`src/design/fdss_pkg.sv`:
```
// Shared types, codes and segment tables for the four-digit seven-segment scanner.
`timescale 1ns / 1ps
`default_nettype none

package fdss_pkg;

	typedef logic [3:0] digit_t;
	typedef logic [6:0] seg_t;
	typedef logic [3:0] sel_t;
	typedef logic [1:0] pos_t;
	typedef logic [13:0] value_t;

	// request function codes
	localparam logic FUNC_LOAD = 1'b0;
	localparam logic FUNC_TICK = 1'b1;

	// register indexes
	localparam logic REG_SCAN_REPEATS = 1'b0;

	localparam logic [15:0] SCAN_REPEATS_RESET = 16'd100;
	localparam logic [15:0] NUM_MAX = 16'd9999;
	localparam logic [15:0] PASS_MAX = 16'hffff;
	localparam pos_t POS_LAST = 2'd3;

	// segment pattern for one decimal digit, bit 0 = segment a
	function automatic seg_t seg_pattern(input digit_t d);
		seg_t p;
		case (d)
			4'd0: p = 7'h3f;
			4'd1: p = 7'h06;
			4'd2: p = 7'h5b;
			4'd3: p = 7'h4f;
			4'd4: p = 7'h66;
			4'd5: p = 7'h6d;
			4'd6: p = 7'h7d;
			4'd7: p = 7'h07;
			4'd8: p = 7'h7f;
			4'd9: p = 7'h6f;
			default: p = 7'h00;
		endcase
		return p;
	endfunction

endpackage

`default_nettype wire

```
`src/design/four_digit_seven_segment_scanner_top.sv`:
```
// Four-digit seven-segment scanner: load, scan and pass counting in one module.
//
// Usage: requests enter on the input channel (in_valid/in_stall). func 0 loads
// number (saturated to 9999), converts it to four blank-suppressed segment
// patterns and restarts the scan; it produces no result. func 1 is one scan
// tick and produces one frame on the output channel (out_valid/out_stall) in
// the order ones, hundreds, tens, thousands (select 1, 2, 4, 8).
// A request is registered at the input, then processed into the result
// register. Throughput: one request per cycle unless a stalled frame holds a
// tick; the binary-to-digit conversion is a set of constant compares and
// subtracts between the input and state registers.
// When the receiver stalls, the frame is held in the result register and the
// input stage holds its request; in_stall rises only while both are full.
// Reset clears the patterns to blank, scan position and pass count to zero
// and scan_repeats to 100. scan_repeats is written over the APB port at
// address 0 and read back there; pass_end marks the fourth frame of a pass
// and finished the last frame of the pass that reaches scan_repeats.
`timescale 1ns / 1ps
`default_nettype none

module four_digit_seven_segment_scanner_top (
	input  wire logic        clk,
	input  wire logic        arst_n,
	input  wire logic        in_valid,
	output logic             in_stall,
	input  wire logic        func,
	input  wire logic [15:0] number,
	output logic             out_valid,
	input  wire logic        out_stall,
	output logic [3:0]       digit_select,
	output logic [6:0]       segments,
	output logic [11:0]      serial_frame,
	output logic             pass_end,
	output logic             finished,
	input  wire logic        psel,
	input  wire logic        penable,
	input  wire logic        pwrite,
	input  wire logic [2:0]  paddr,
	input  wire logic [31:0] pwdata,
	output logic [31:0]      prdata,
	output logic             pready
);

	// input stage
	logic          valid_s1;
	logic          func_s1;
	logic [15:0]   number_s1;

	// scan state
	fdss_pkg::seg_t digit_pat_q [4];
	fdss_pkg::pos_t scan_pos_q;
	logic [15:0]    pass_count_q;
	logic [15:0]    scan_repeats_q;

	// result register
	logic          out_valid_q;
	fdss_pkg::sel_t sel_q;
	fdss_pkg::seg_t seg_q;
	logic          pass_end_q;
	logic          finished_q;

	logic          advance;
	logic          do_load;
	logic          do_tick;
	logic          in_accept;
	logic          cfg_write;

	fdss_pkg::value_t n_sat;
	fdss_pkg::digit_t th, hu, te, on;
	logic [9:0]    r1;
	logic [6:0]    r2;
	fdss_pkg::seg_t new_pat [4];
	logic          blank_th, blank_hu, blank_te;

	logic          last;
	logic [15:0]   pass_next;
	fdss_pkg::sel_t sel_next;

	// --- handshake ---
	assign advance   = !valid_s1 || (func_s1 == fdss_pkg::FUNC_LOAD) || !out_valid_q || !out_stall;
	assign in_stall  = !advance;
	assign in_accept = in_valid && advance;
	assign do_load   = valid_s1 && advance && (func_s1 == fdss_pkg::FUNC_LOAD);
	assign do_tick   = valid_s1 && advance && (func_s1 == fdss_pkg::FUNC_TICK);

	always_ff @(posedge clk or negedge arst_n) begin
		if (!arst_n) begin
			valid_s1 <= 1'b0;
		end else if (advance) begin
			valid_s1 <= in_valid;
		end
	end

	always_ff @(posedge clk) begin
		if (in_accept) begin
			func_s1   <= func;
			number_s1 <= number;
		end
	end

	// --- number to digits: parallel constant compares, then subtract ---
	always_comb begin
		n_sat = (number_s1 > fdss_pkg::NUM_MAX) ? fdss_pkg::NUM_MAX[13:0] : number_s1[13:0];
		th = 4'd0;
		for (int k = 1; k < 10; k++) begin
			if (n_sat >= 14'(k * 1000)) th = 4'(k);
		end
		r1 = 10'(n_sat - (14'(th) * 14'd1000));
		hu = 4'd0;
		for (int k = 1; k < 10; k++) begin
			if (r1 >= 10'(k * 100)) hu = 4'(k);
		end
		r2 = 7'(r1 - (10'(hu) * 10'd100));
		te = 4'd0;
		for (int k = 1; k < 10; k++) begin
			if (r2 >= 7'(k * 10)) te = 4'(k);
		end
		on = 4'(r2 - (7'(te) * 7'd10));

		// blank a leading digit while it and everything to its left is zero
		blank_th = (th == 4'd0);
		blank_hu = blank_th && (hu == 4'd0);
		blank_te = blank_hu && (te == 4'd0);

		new_pat[0] = fdss_pkg::seg_pattern(on);
		new_pat[1] = blank_hu ? 7'h00 : fdss_pkg::seg_pattern(hu);
		new_pat[2] = blank_te ? 7'h00 : fdss_pkg::seg_pattern(te);
		new_pat[3] = blank_th ? 7'h00 : fdss_pkg::seg_pattern(th);
	end

	// --- tick: frame and pass counting ---
	always_comb begin
		last      = (scan_pos_q == fdss_pkg::POS_LAST);
		pass_next = pass_count_q;
		if (last && (pass_count_q != fdss_pkg::PASS_MAX)) begin
			pass_next = pass_count_q + 16'd1;
		end
		sel_next = 4'b0001 << scan_pos_q;
	end

	always_ff @(posedge clk or negedge arst_n) begin
		if (!arst_n) begin
			for (int i = 0; i < 4; i++) digit_pat_q[i] <= 7'h00;
			scan_pos_q   <= 2'd0;
			pass_count_q <= 16'd0;
		end else if (do_load) begin
			for (int i = 0; i < 4; i++) digit_pat_q[i] <= new_pat[i];
			scan_pos_q   <= 2'd0;
			pass_count_q <= 16'd0;
		end else if (do_tick) begin
			scan_pos_q   <= scan_pos_q + 2'd1;
			pass_count_q <= pass_next;
		end
	end

	always_ff @(posedge clk or negedge arst_n) begin
		if (!arst_n) begin
			out_valid_q <= 1'b0;
		end else if (do_tick) begin
			out_valid_q <= 1'b1;
		end else if (!out_stall) begin
			out_valid_q <= 1'b0;
		end
	end

	always_ff @(posedge clk) begin
		if (do_tick) begin
			sel_q      <= sel_next;
			seg_q      <= digit_pat_q[scan_pos_q];
			pass_end_q <= last;
			finished_q <= last && (scan_repeats_q != 16'd0) && (pass_next == scan_repeats_q);
		end
	end

	assign out_valid    = out_valid_q;
	assign digit_select = sel_q;
	assign segments     = seg_q;
	assign serial_frame = {sel_q, 1'b0, seg_q};
	assign pass_end     = pass_end_q;
	assign finished     = finished_q;

	// --- configuration port ---
	assign pready    = 1'b1;
	assign cfg_write = psel && penable && pwrite && (paddr[2] == fdss_pkg::REG_SCAN_REPEATS);

	always_ff @(posedge clk or negedge arst_n) begin
		if (!arst_n) begin
			scan_repeats_q <= fdss_pkg::SCAN_REPEATS_RESET;
		end else if (cfg_write) begin
			scan_repeats_q <= pwdata[15:0];
		end
	end

	assign prdata = (paddr[2] == fdss_pkg::REG_SCAN_REPEATS) ? {16'd0, scan_repeats_q} : 32'd0;

`ifndef SYNTHESIS
	a_sel_onehot: assert property (@(posedge clk) disable iff (!arst_n)
		out_valid |-> $onehot(digit_select))
		else $error("digit_select not one-hot");

	a_pass_end_thousands: assert property (@(posedge clk) disable iff (!arst_n)
		out_valid && pass_end |-> digit_select == 4'b1000)
		else $error("pass_end off the thousands frame");

	a_finished_on_pass_end: assert property (@(posedge clk) disable iff (!arst_n)
		out_valid && finished |-> pass_end)
		else $error("finished without pass_end");

	a_stall_needs_request: assert property (@(posedge clk) disable iff (!arst_n)
		in_stall |-> valid_s1 && out_valid_q && out_stall)
		else $error("input stalled with room downstream");

	a_load_restarts: assert property (@(posedge clk) disable iff (!arst_n)
		do_load |=> scan_pos_q == 2'd0 && pass_count_q == 16'd0)
		else $error("load did not restart scan");
`endif

endmodule

`default_nettype wire

```
`config.mk`:
```
export PLATFORM = sky130hd
export DESIGN_NAME = four_digit_seven_segment_scanner_top
export DESIGN_NICKNAME = d
export VERILOG_FILES = /design/src/design/fdss_pkg.sv /design/src/design/four_digit_seven_segment_scanner_top.sv
export SDC_FILE = /design/constraint.sdc
export NUM_CORES = 1
export LEC_CHECK = 0
export ABC_AREA = 1
export BUFFER_PORTS_ARGS = -buffer_cell sky130_fd_sc_hd__buf_2
export CAP_MARGIN = 20
export CORE_MARGIN = 3
export CORE_UTILIZATION = 58
export CTS_CLUSTER_DIAMETER = 150
export DETAILED_ROUTE_END_ITERATION = 16
export MAX_ROUTING_LAYER = met4
export PLACE_DENSITY = 0.82
export SLEW_MARGIN = 40
export SYNTH_ARGS = -nofsm -noshare
export SYNTH_HDL_FRONTEND = slang
export SYNTH_SLANG_ARGS = --single-unit
```
`constraint.sdc`:
```
create_clock -name clk -period 11.4 [get_ports clk]
set_input_delay 1.71 -clock clk [delete_from_list [all_inputs] [get_ports clk]]
set_output_delay 1.71 -clock clk [all_outputs]
set_load 0.02 [all_outputs]
```
# Yosys cells after proc, flatten, opt, wreduce, memory -nomap -nowiden
# Memories as Yosys holds them, arrays and structs flattened. A register that Yosys moved wholly into a read port is not among the register bits.
# Cells that the tools add are included.
# word_totals
ff_bits,87
latchBits,0
mem_bits_rw,0
romBits,448
output_inout_bits,60
elab_cells,130
n_memories,4
# op_classes
add_sub_neg,5
n_mul,3
n_div,0
n_lt_le_gt_ge,29
n_eq_ne,4
n_shift,1
n_mux,42
bitwise,3
n_reduce_logical,25
# mem_list
name,depth,word_bits,read_ports,rd_ports_with_merged_regs,wr,line_no,rtl
(no name shown),16,7,1,1,0,fdss_pkg.sv:28,case (d)
(no name shown),16,7,1,0,0,fdss_pkg.sv:28,
(no name shown),16,7,1,0,0,fdss_pkg.sv:28,
(no name shown),16,7,1,0,0,fdss_pkg.sv:28,
# op_table
cell,n
$mux W4,22
$mux W16,4
$ge A14 B13 Y1 const B,4
$ge A10 B10 Y1 const B,4
$mux W7,5
$ge A10 B9 Y1 const B,3
$ge A14 B12 Y1 const B,2
$ge A7 B6 Y1 const B,3
$ge A7 B7 Y1 const B,3
$add A16 B1 Y16 const B,1
$eq A16 B16 Y1,1
$gt A16 B14 Y1 const B,1
$ne A16 B16 Y1 const B,1
$reduce_bool A16 Y1,1
$bmux W7 S2,1
$ge A14 B10 Y1 const B,1
$ge A14 B11 Y1 const B,1
$ge A14 B14 Y1 const B,1
$ge A7 B5 Y1 const B,2
$mux W14,1
$logic_and A1 B1 Y1,12
$logic_not A4 Y1,3
$ge A10 B7 Y1 const B,1
$ge A10 B8 Y1 const B,1
19 further kinds,33

# Depth between registers and ports, before layout
# depth
ltp_word,39
mapped_depth,66

# Worst setup path after synthesis
# Ideal clock, no wire load.
# synth_timing
path_kind,reg2reg
from,register number_s1[11]
to,register digit_pat_q[27] (netlist bit)
setup_ns,0.066
t_arrival_ns,8.594
required_ns,11.334
path_slack_ns,2.740
stages_incl_launch_ff,60
n_path_buf,2
cell_sequence,edfxtp_1 -> inv_2 -> nand2_2 -> nor2_1 -> nand3_2 -> buf_6 -> nand3_2 -> nor2_1 -> nor2_1 -> inv_1 -> a21oi_1 -> inv_1 -> a21oi_1 -> inv_1 -> ha_1 -> inv_1 -> fa_1 -> inv_1 -> (+24 left out) -> o21ai_0 -> inv_1 -> nand4_1 -> nand2_1 -> nand2_1 -> nand2_1 -> nand2_1 -> nand2_1 -> nand2_1 -> ha_1 -> fa_1 -> clkbuf_1 -> or2_2 -> o21ai_0 -> nand2_1 -> nand2_1 -> nand2_1 -> nand2_1
# synth_between
elab_chain_len,38
# synth_lines
item,line_no,rtl
from (decl),four_digit_seven_segment_scanner_top.sv:47,logic [15:0] number_s1;
from (signal assigned),four_digit_seven_segment_scanner_top.sv:97,number_s1 <= number;
$gt A16 B14 Y1,four_digit_seven_segment_scanner_top.sv:103,n_sat = (number_s1 > fdss_pkg::NUM_MAX) ? fdss_pkg::NUM_MAX[13:0] : number_s1[13:0];
$mux W14 (*),four_digit_seven_segment_scanner_top.sv:103,
$ge A14 B10 Y1,four_digit_seven_segment_scanner_top.sv:106,if (n_sat >= 14'(k * 1000)) th = 4'(k);
$mux W1,four_digit_seven_segment_scanner_top.sv:106,
$mux W2 (2 in a row),four_digit_seven_segment_scanner_top.sv:106,
$mux W4 (6 in a row),four_digit_seven_segment_scanner_top.sv:106,
$mul A4 B7 Y7,four_digit_seven_segment_scanner_top.sv:108,r1 = 10'(n_sat - (14'(th) * 14'd1000));
$sub A10 B10 Y10 (*),four_digit_seven_segment_scanner_top.sv:108,
(+2 left out),n/a,
$mux W4 (8 in a row),four_digit_seven_segment_scanner_top.sv:111,if (r1 >= 10'(k * 100)) hu = 4'(k);
$mul A4 B5 Y5,four_digit_seven_segment_scanner_top.sv:113,r2 = 7'(r1 - (10'(hu) * 10'd100));
$sub A7 B7 Y7 (*),four_digit_seven_segment_scanner_top.sv:113,
$ge A7 B4 Y1,four_digit_seven_segment_scanner_top.sv:116,if (r2 >= 7'(k * 10)) te = 4'(k);
$mux W1,four_digit_seven_segment_scanner_top.sv:116,
$mux W4 (8 in a row),four_digit_seven_segment_scanner_top.sv:116,
$mul A4 B3 Y3,four_digit_seven_segment_scanner_top.sv:118,on = 4'(r2 - (7'(te) * 7'd10));
$sub A4 B4 Y4 (*),four_digit_seven_segment_scanner_top.sv:118,
to (decl),four_digit_seven_segment_scanner_top.sv:50,fdss_pkg::seg_t digit_pat_q [4];
# Every way passes the cells marked *; elsewhere a longest branch is shown, timed or not.
# A chain may end at the register's enable or synchronous reset.

# Final worst setup path
# layout_timing
from,register number_s1[12]
to,register digit_pat_q[27] (netlist bit)
# Same word-level chain as after synthesis.

==> results.sh <==
export IMPL_synthTopCellsByArea="dfrtp_1 (22%), edfxtp_1 (13%), nand2_1 (10%)"
export IMPL_antenna_found_initial=0
export IMPL_fp_dieW_um=115.2
export IMPL_diodes=0
export IMPL_synth_top_cell_area_share_pct=22.07
export IMPL_die_h_um=115.2
export IMPL_area_growth_pct=9.986
export IMPL_root_buffer="clkbuf_16"
export IMPL_core_sq_um=11520
export IMPL_critPathSlowestCell="fa_1"
export IMPL_fin_crit_ps=10090
export IMPL_path_class="flip-flop to flip-flop"
export IMPL_dp_cells=1085
export IMPL_layout_drive_gt1_share_pct=17.33
export IMPL_crit_required_ps=11690
export IMPL_synthesis_yosys_warnings=0
export IMPL_cp_common_cell="nand2_1"
export IMPL_slew_headroom_pct=58.10
export IMPL_hold_buffers=0
export IMPL_grt_pass1_vias=5385
export IMPL_vias=5814
export IMPL_critPathMaxFanout=15
export IMPL_first_iter_violations=410
export IMPL_worst_pin_slew_ps=627.8
export IMPL_arrival_ps=10380
export IMPL_synth_top_area_cell="dfrtp_1"
export IMPL_clock_skew_ps=10.05
export IMPL_end_kind="flip-flop"
export IMPL_wirelength_um=14860
export IMPL_grt_overflow_total=0
export IMPL_die_area_sq_um=13270
export IMPL_avgSynthCellArea_sq_um=7.851
export IMPL_hpwl_um=11520
export IMPL_fillers=978
export IMPL_port_buffers=82
export IMPL_tritoncts="done"
export IMPL_clk_latency_ps=350
export IMPL_start_kind="flip-flop"
export IMPL_async_flop_share_pct=68.09
export IMPL_final_nets=1060
export IMPL_vias_per_cell=5.281
export IMPL_synth_cells=881
export IMPL_drc_errors=0
export IMPL_ys_types=53
export IMPL_slew_viol_final=0
export IMPL_cts_resized=0
export IMPL_cts_buffers=9
export IMPL_fin_tns_setup_ps=0
export IMPL_grt_max_degree=65
export IMPL_grt_pass1_wl_um=24830
export IMPL_io_pins=119
export IMPL_drt_pass1_iter_count=5
export IMPL_hold_class="flip-flop to flip-flop"
export IMPL_period_share_pct=88.49
export IMPL_final_hold_violation_count=0
export IMPL_synth_main_ff_cell="dfrtp_1"
export IMPL_setup_viol=0
export IMPL_rows=39
export IMPL_ys_top_cells_by_count="nand2_1 (188), inv_1 (126), nor2_1 (92)"
export IMPL_stdcell_count=1101
export IMPL_rsz0062_at_grt="false"
export IMPL_place_congestion=0.8869
export IMPL_cts_sinks=94
export IMPL_critPathMaxStageDelay_ps=530
export IMPL_fmax_ghz=0.09913
export IMPL_postCtsSetupRepairBufs=0
export IMPL_ys_seq_area_share_pct=36.23
export IMPL_hold_ws_ps=490.6
export IMPL_clk_pin_slew_ps=70
export IMPL_synth_seq_cells=94
export IMPL_synth_most_common_cell="nand2_1"
export IMPL_maxCapViolations=0
export IMPL_ctsHtreeMaxLevel=3
export IMPL_syn_cell_area_sq_um=6917
export IMPL_antenna_left=0
export IMPL_synth_edff_count=30
export IMPL_gr_usage_all_layers_pct=23.81
export IMPL_status="complete, no violations"
export IMPL_clock_path_buffers=2
export IMPL_start_util_pct=60.06
export IMPL_wire_per_inst_um=13.50
-- state kept, by name (all words and copies together) (netlist names) --
name,cells
scan_pos_q,2
valid_s1,1
func_s1,1
segments,7
digit_pat_q,28
digit_select,4
out_valid,1
number_s1,16
finished,1
pass_count_q,16
pass_end,1
scan_repeats_q,16
-- logic make-up (layout without fill, tap and decap cells) --
| group | count (synthesis) | count (layout) | synth area share, % |
|---|---|---|---|
| other | 2 | 18 | 0.1086 |
| buffers and inverters | 182 | 243 | 11.67 |
| xor gates and xnor gates | 32 | 32 | 4.269 |
| adders and majority gates | 48 | 48 | 9.443 |
| DFF | 94 | 94 | 36.23 |
| muxes | 1 | 1 | 0.1447 |
| AOI/OAI and AO/OA | 138 | 138 | 12.55 |
| and+or+nand+nor | 384 | 384 | 25.58 |
-- cell type report --
cell class	instances	area, sq um	area share [%]
Clock buffer	11	232.7	3.059
Multi-Input combinational cell	621	3666	48.19
Timing Repair Buffer	88	459.2	6.036
Clock inverter	5	42.54	0.5592
Tap cell	143	178.9	2.352
Inverter	139	521.8	6.859
Sequential cell	94	2506	32.94
-- final timing paths --
check                                             from  slack [ps]                       endpoint  cells past startpoint
hold / removal             digit_pat_q[17]$_DFFE_PN0P_         490    digit_pat_q[17]$_DFFE_PN0P_                      2
hold reg to reg            digit_pat_q[17]$_DFFE_PN0P_         490    digit_pat_q[17]$_DFFE_PN0P_                      2
max in group asynchronous                       arst_n        9560  scan_repeats_q[2]$_DFFE_PN1P_                      2
setup reg to reg               number_s1[12]$_DFFE_PP_        1310    digit_pat_q[27]$_DFFE_PN0P_                     58
min in group asynchronous                       arst_n        1420  scan_repeats_q[1]$_DFFE_PN0P_                      2
setup / recovery               number_s1[12]$_DFFE_PP_        1310    digit_pat_q[27]$_DFFE_PN0P_                     58
-- metrics by stage --
stage / worst slack (ps) / util [%] / cell area, sq um
global placement: 1708 / 63.48 / 7311
finish: 1312 / 66.06 / 7607
floorplan: 2740 / - / 6977
CTS: 1390 / 66.03 / 7604
global route: 264.3 / 66.06 / 7607
detailed placement: 1522 / 63.64 / 7328
-- per-layer routing --
metal | track usage [%] | vias to the layer above | wire length, um
met5 | - | - | 0
met1 | 31.70 | 2642 | 6911
met4 | 5.634 | 0 | 178
met3 | 4.632 | 14 | 818
li1 | - | 2981 | -
met2 | 37.89 | 177 | 6950
-- critical path, delay by kind of cell, from the launching register on --
family	cells	cell delay, ps
DFF	1	410
AOI/OAI and AO/OA	7	1730
buffers and inverters	13	1230
and+or+nand+nor	29	3520
xor gates and xnor gates	1	270
adders and majority gates	8	2880
-- layout by cell type, fill, tap and decap left out, types with 8 or more instances in the layout --
| master | count |
|---|---|
| a21oi_1 | 34 |
| a22oi_1 | 8 |
| buf_2 | 82 |
| clkbuf_16 | 9 |
| conb_1 | 18 |
| dfrtp_1 | 61 |
| edfxtp_1 | 30 |
| ha_1 | 41 |
| inv_1 | 126 |
| inv_2 | 13 |
| nand2_1 | 188 |
| nand2_2 | 12 |
| nand3_1 | 34 |
| nand3_2 | 10 |
| nand4_1 | 15 |
| nor2_1 | 91 |
| nor3_1 | 10 |
| o211ai_1 | 11 |
| o21ai_0 | 41 |
| o22ai_1 | 16 |
| xor2_1 | 25 |
Power is left out: the tool's default activity adds up to more than one toggle a clock period on the data nets, which glitch-free logic cannot reach.
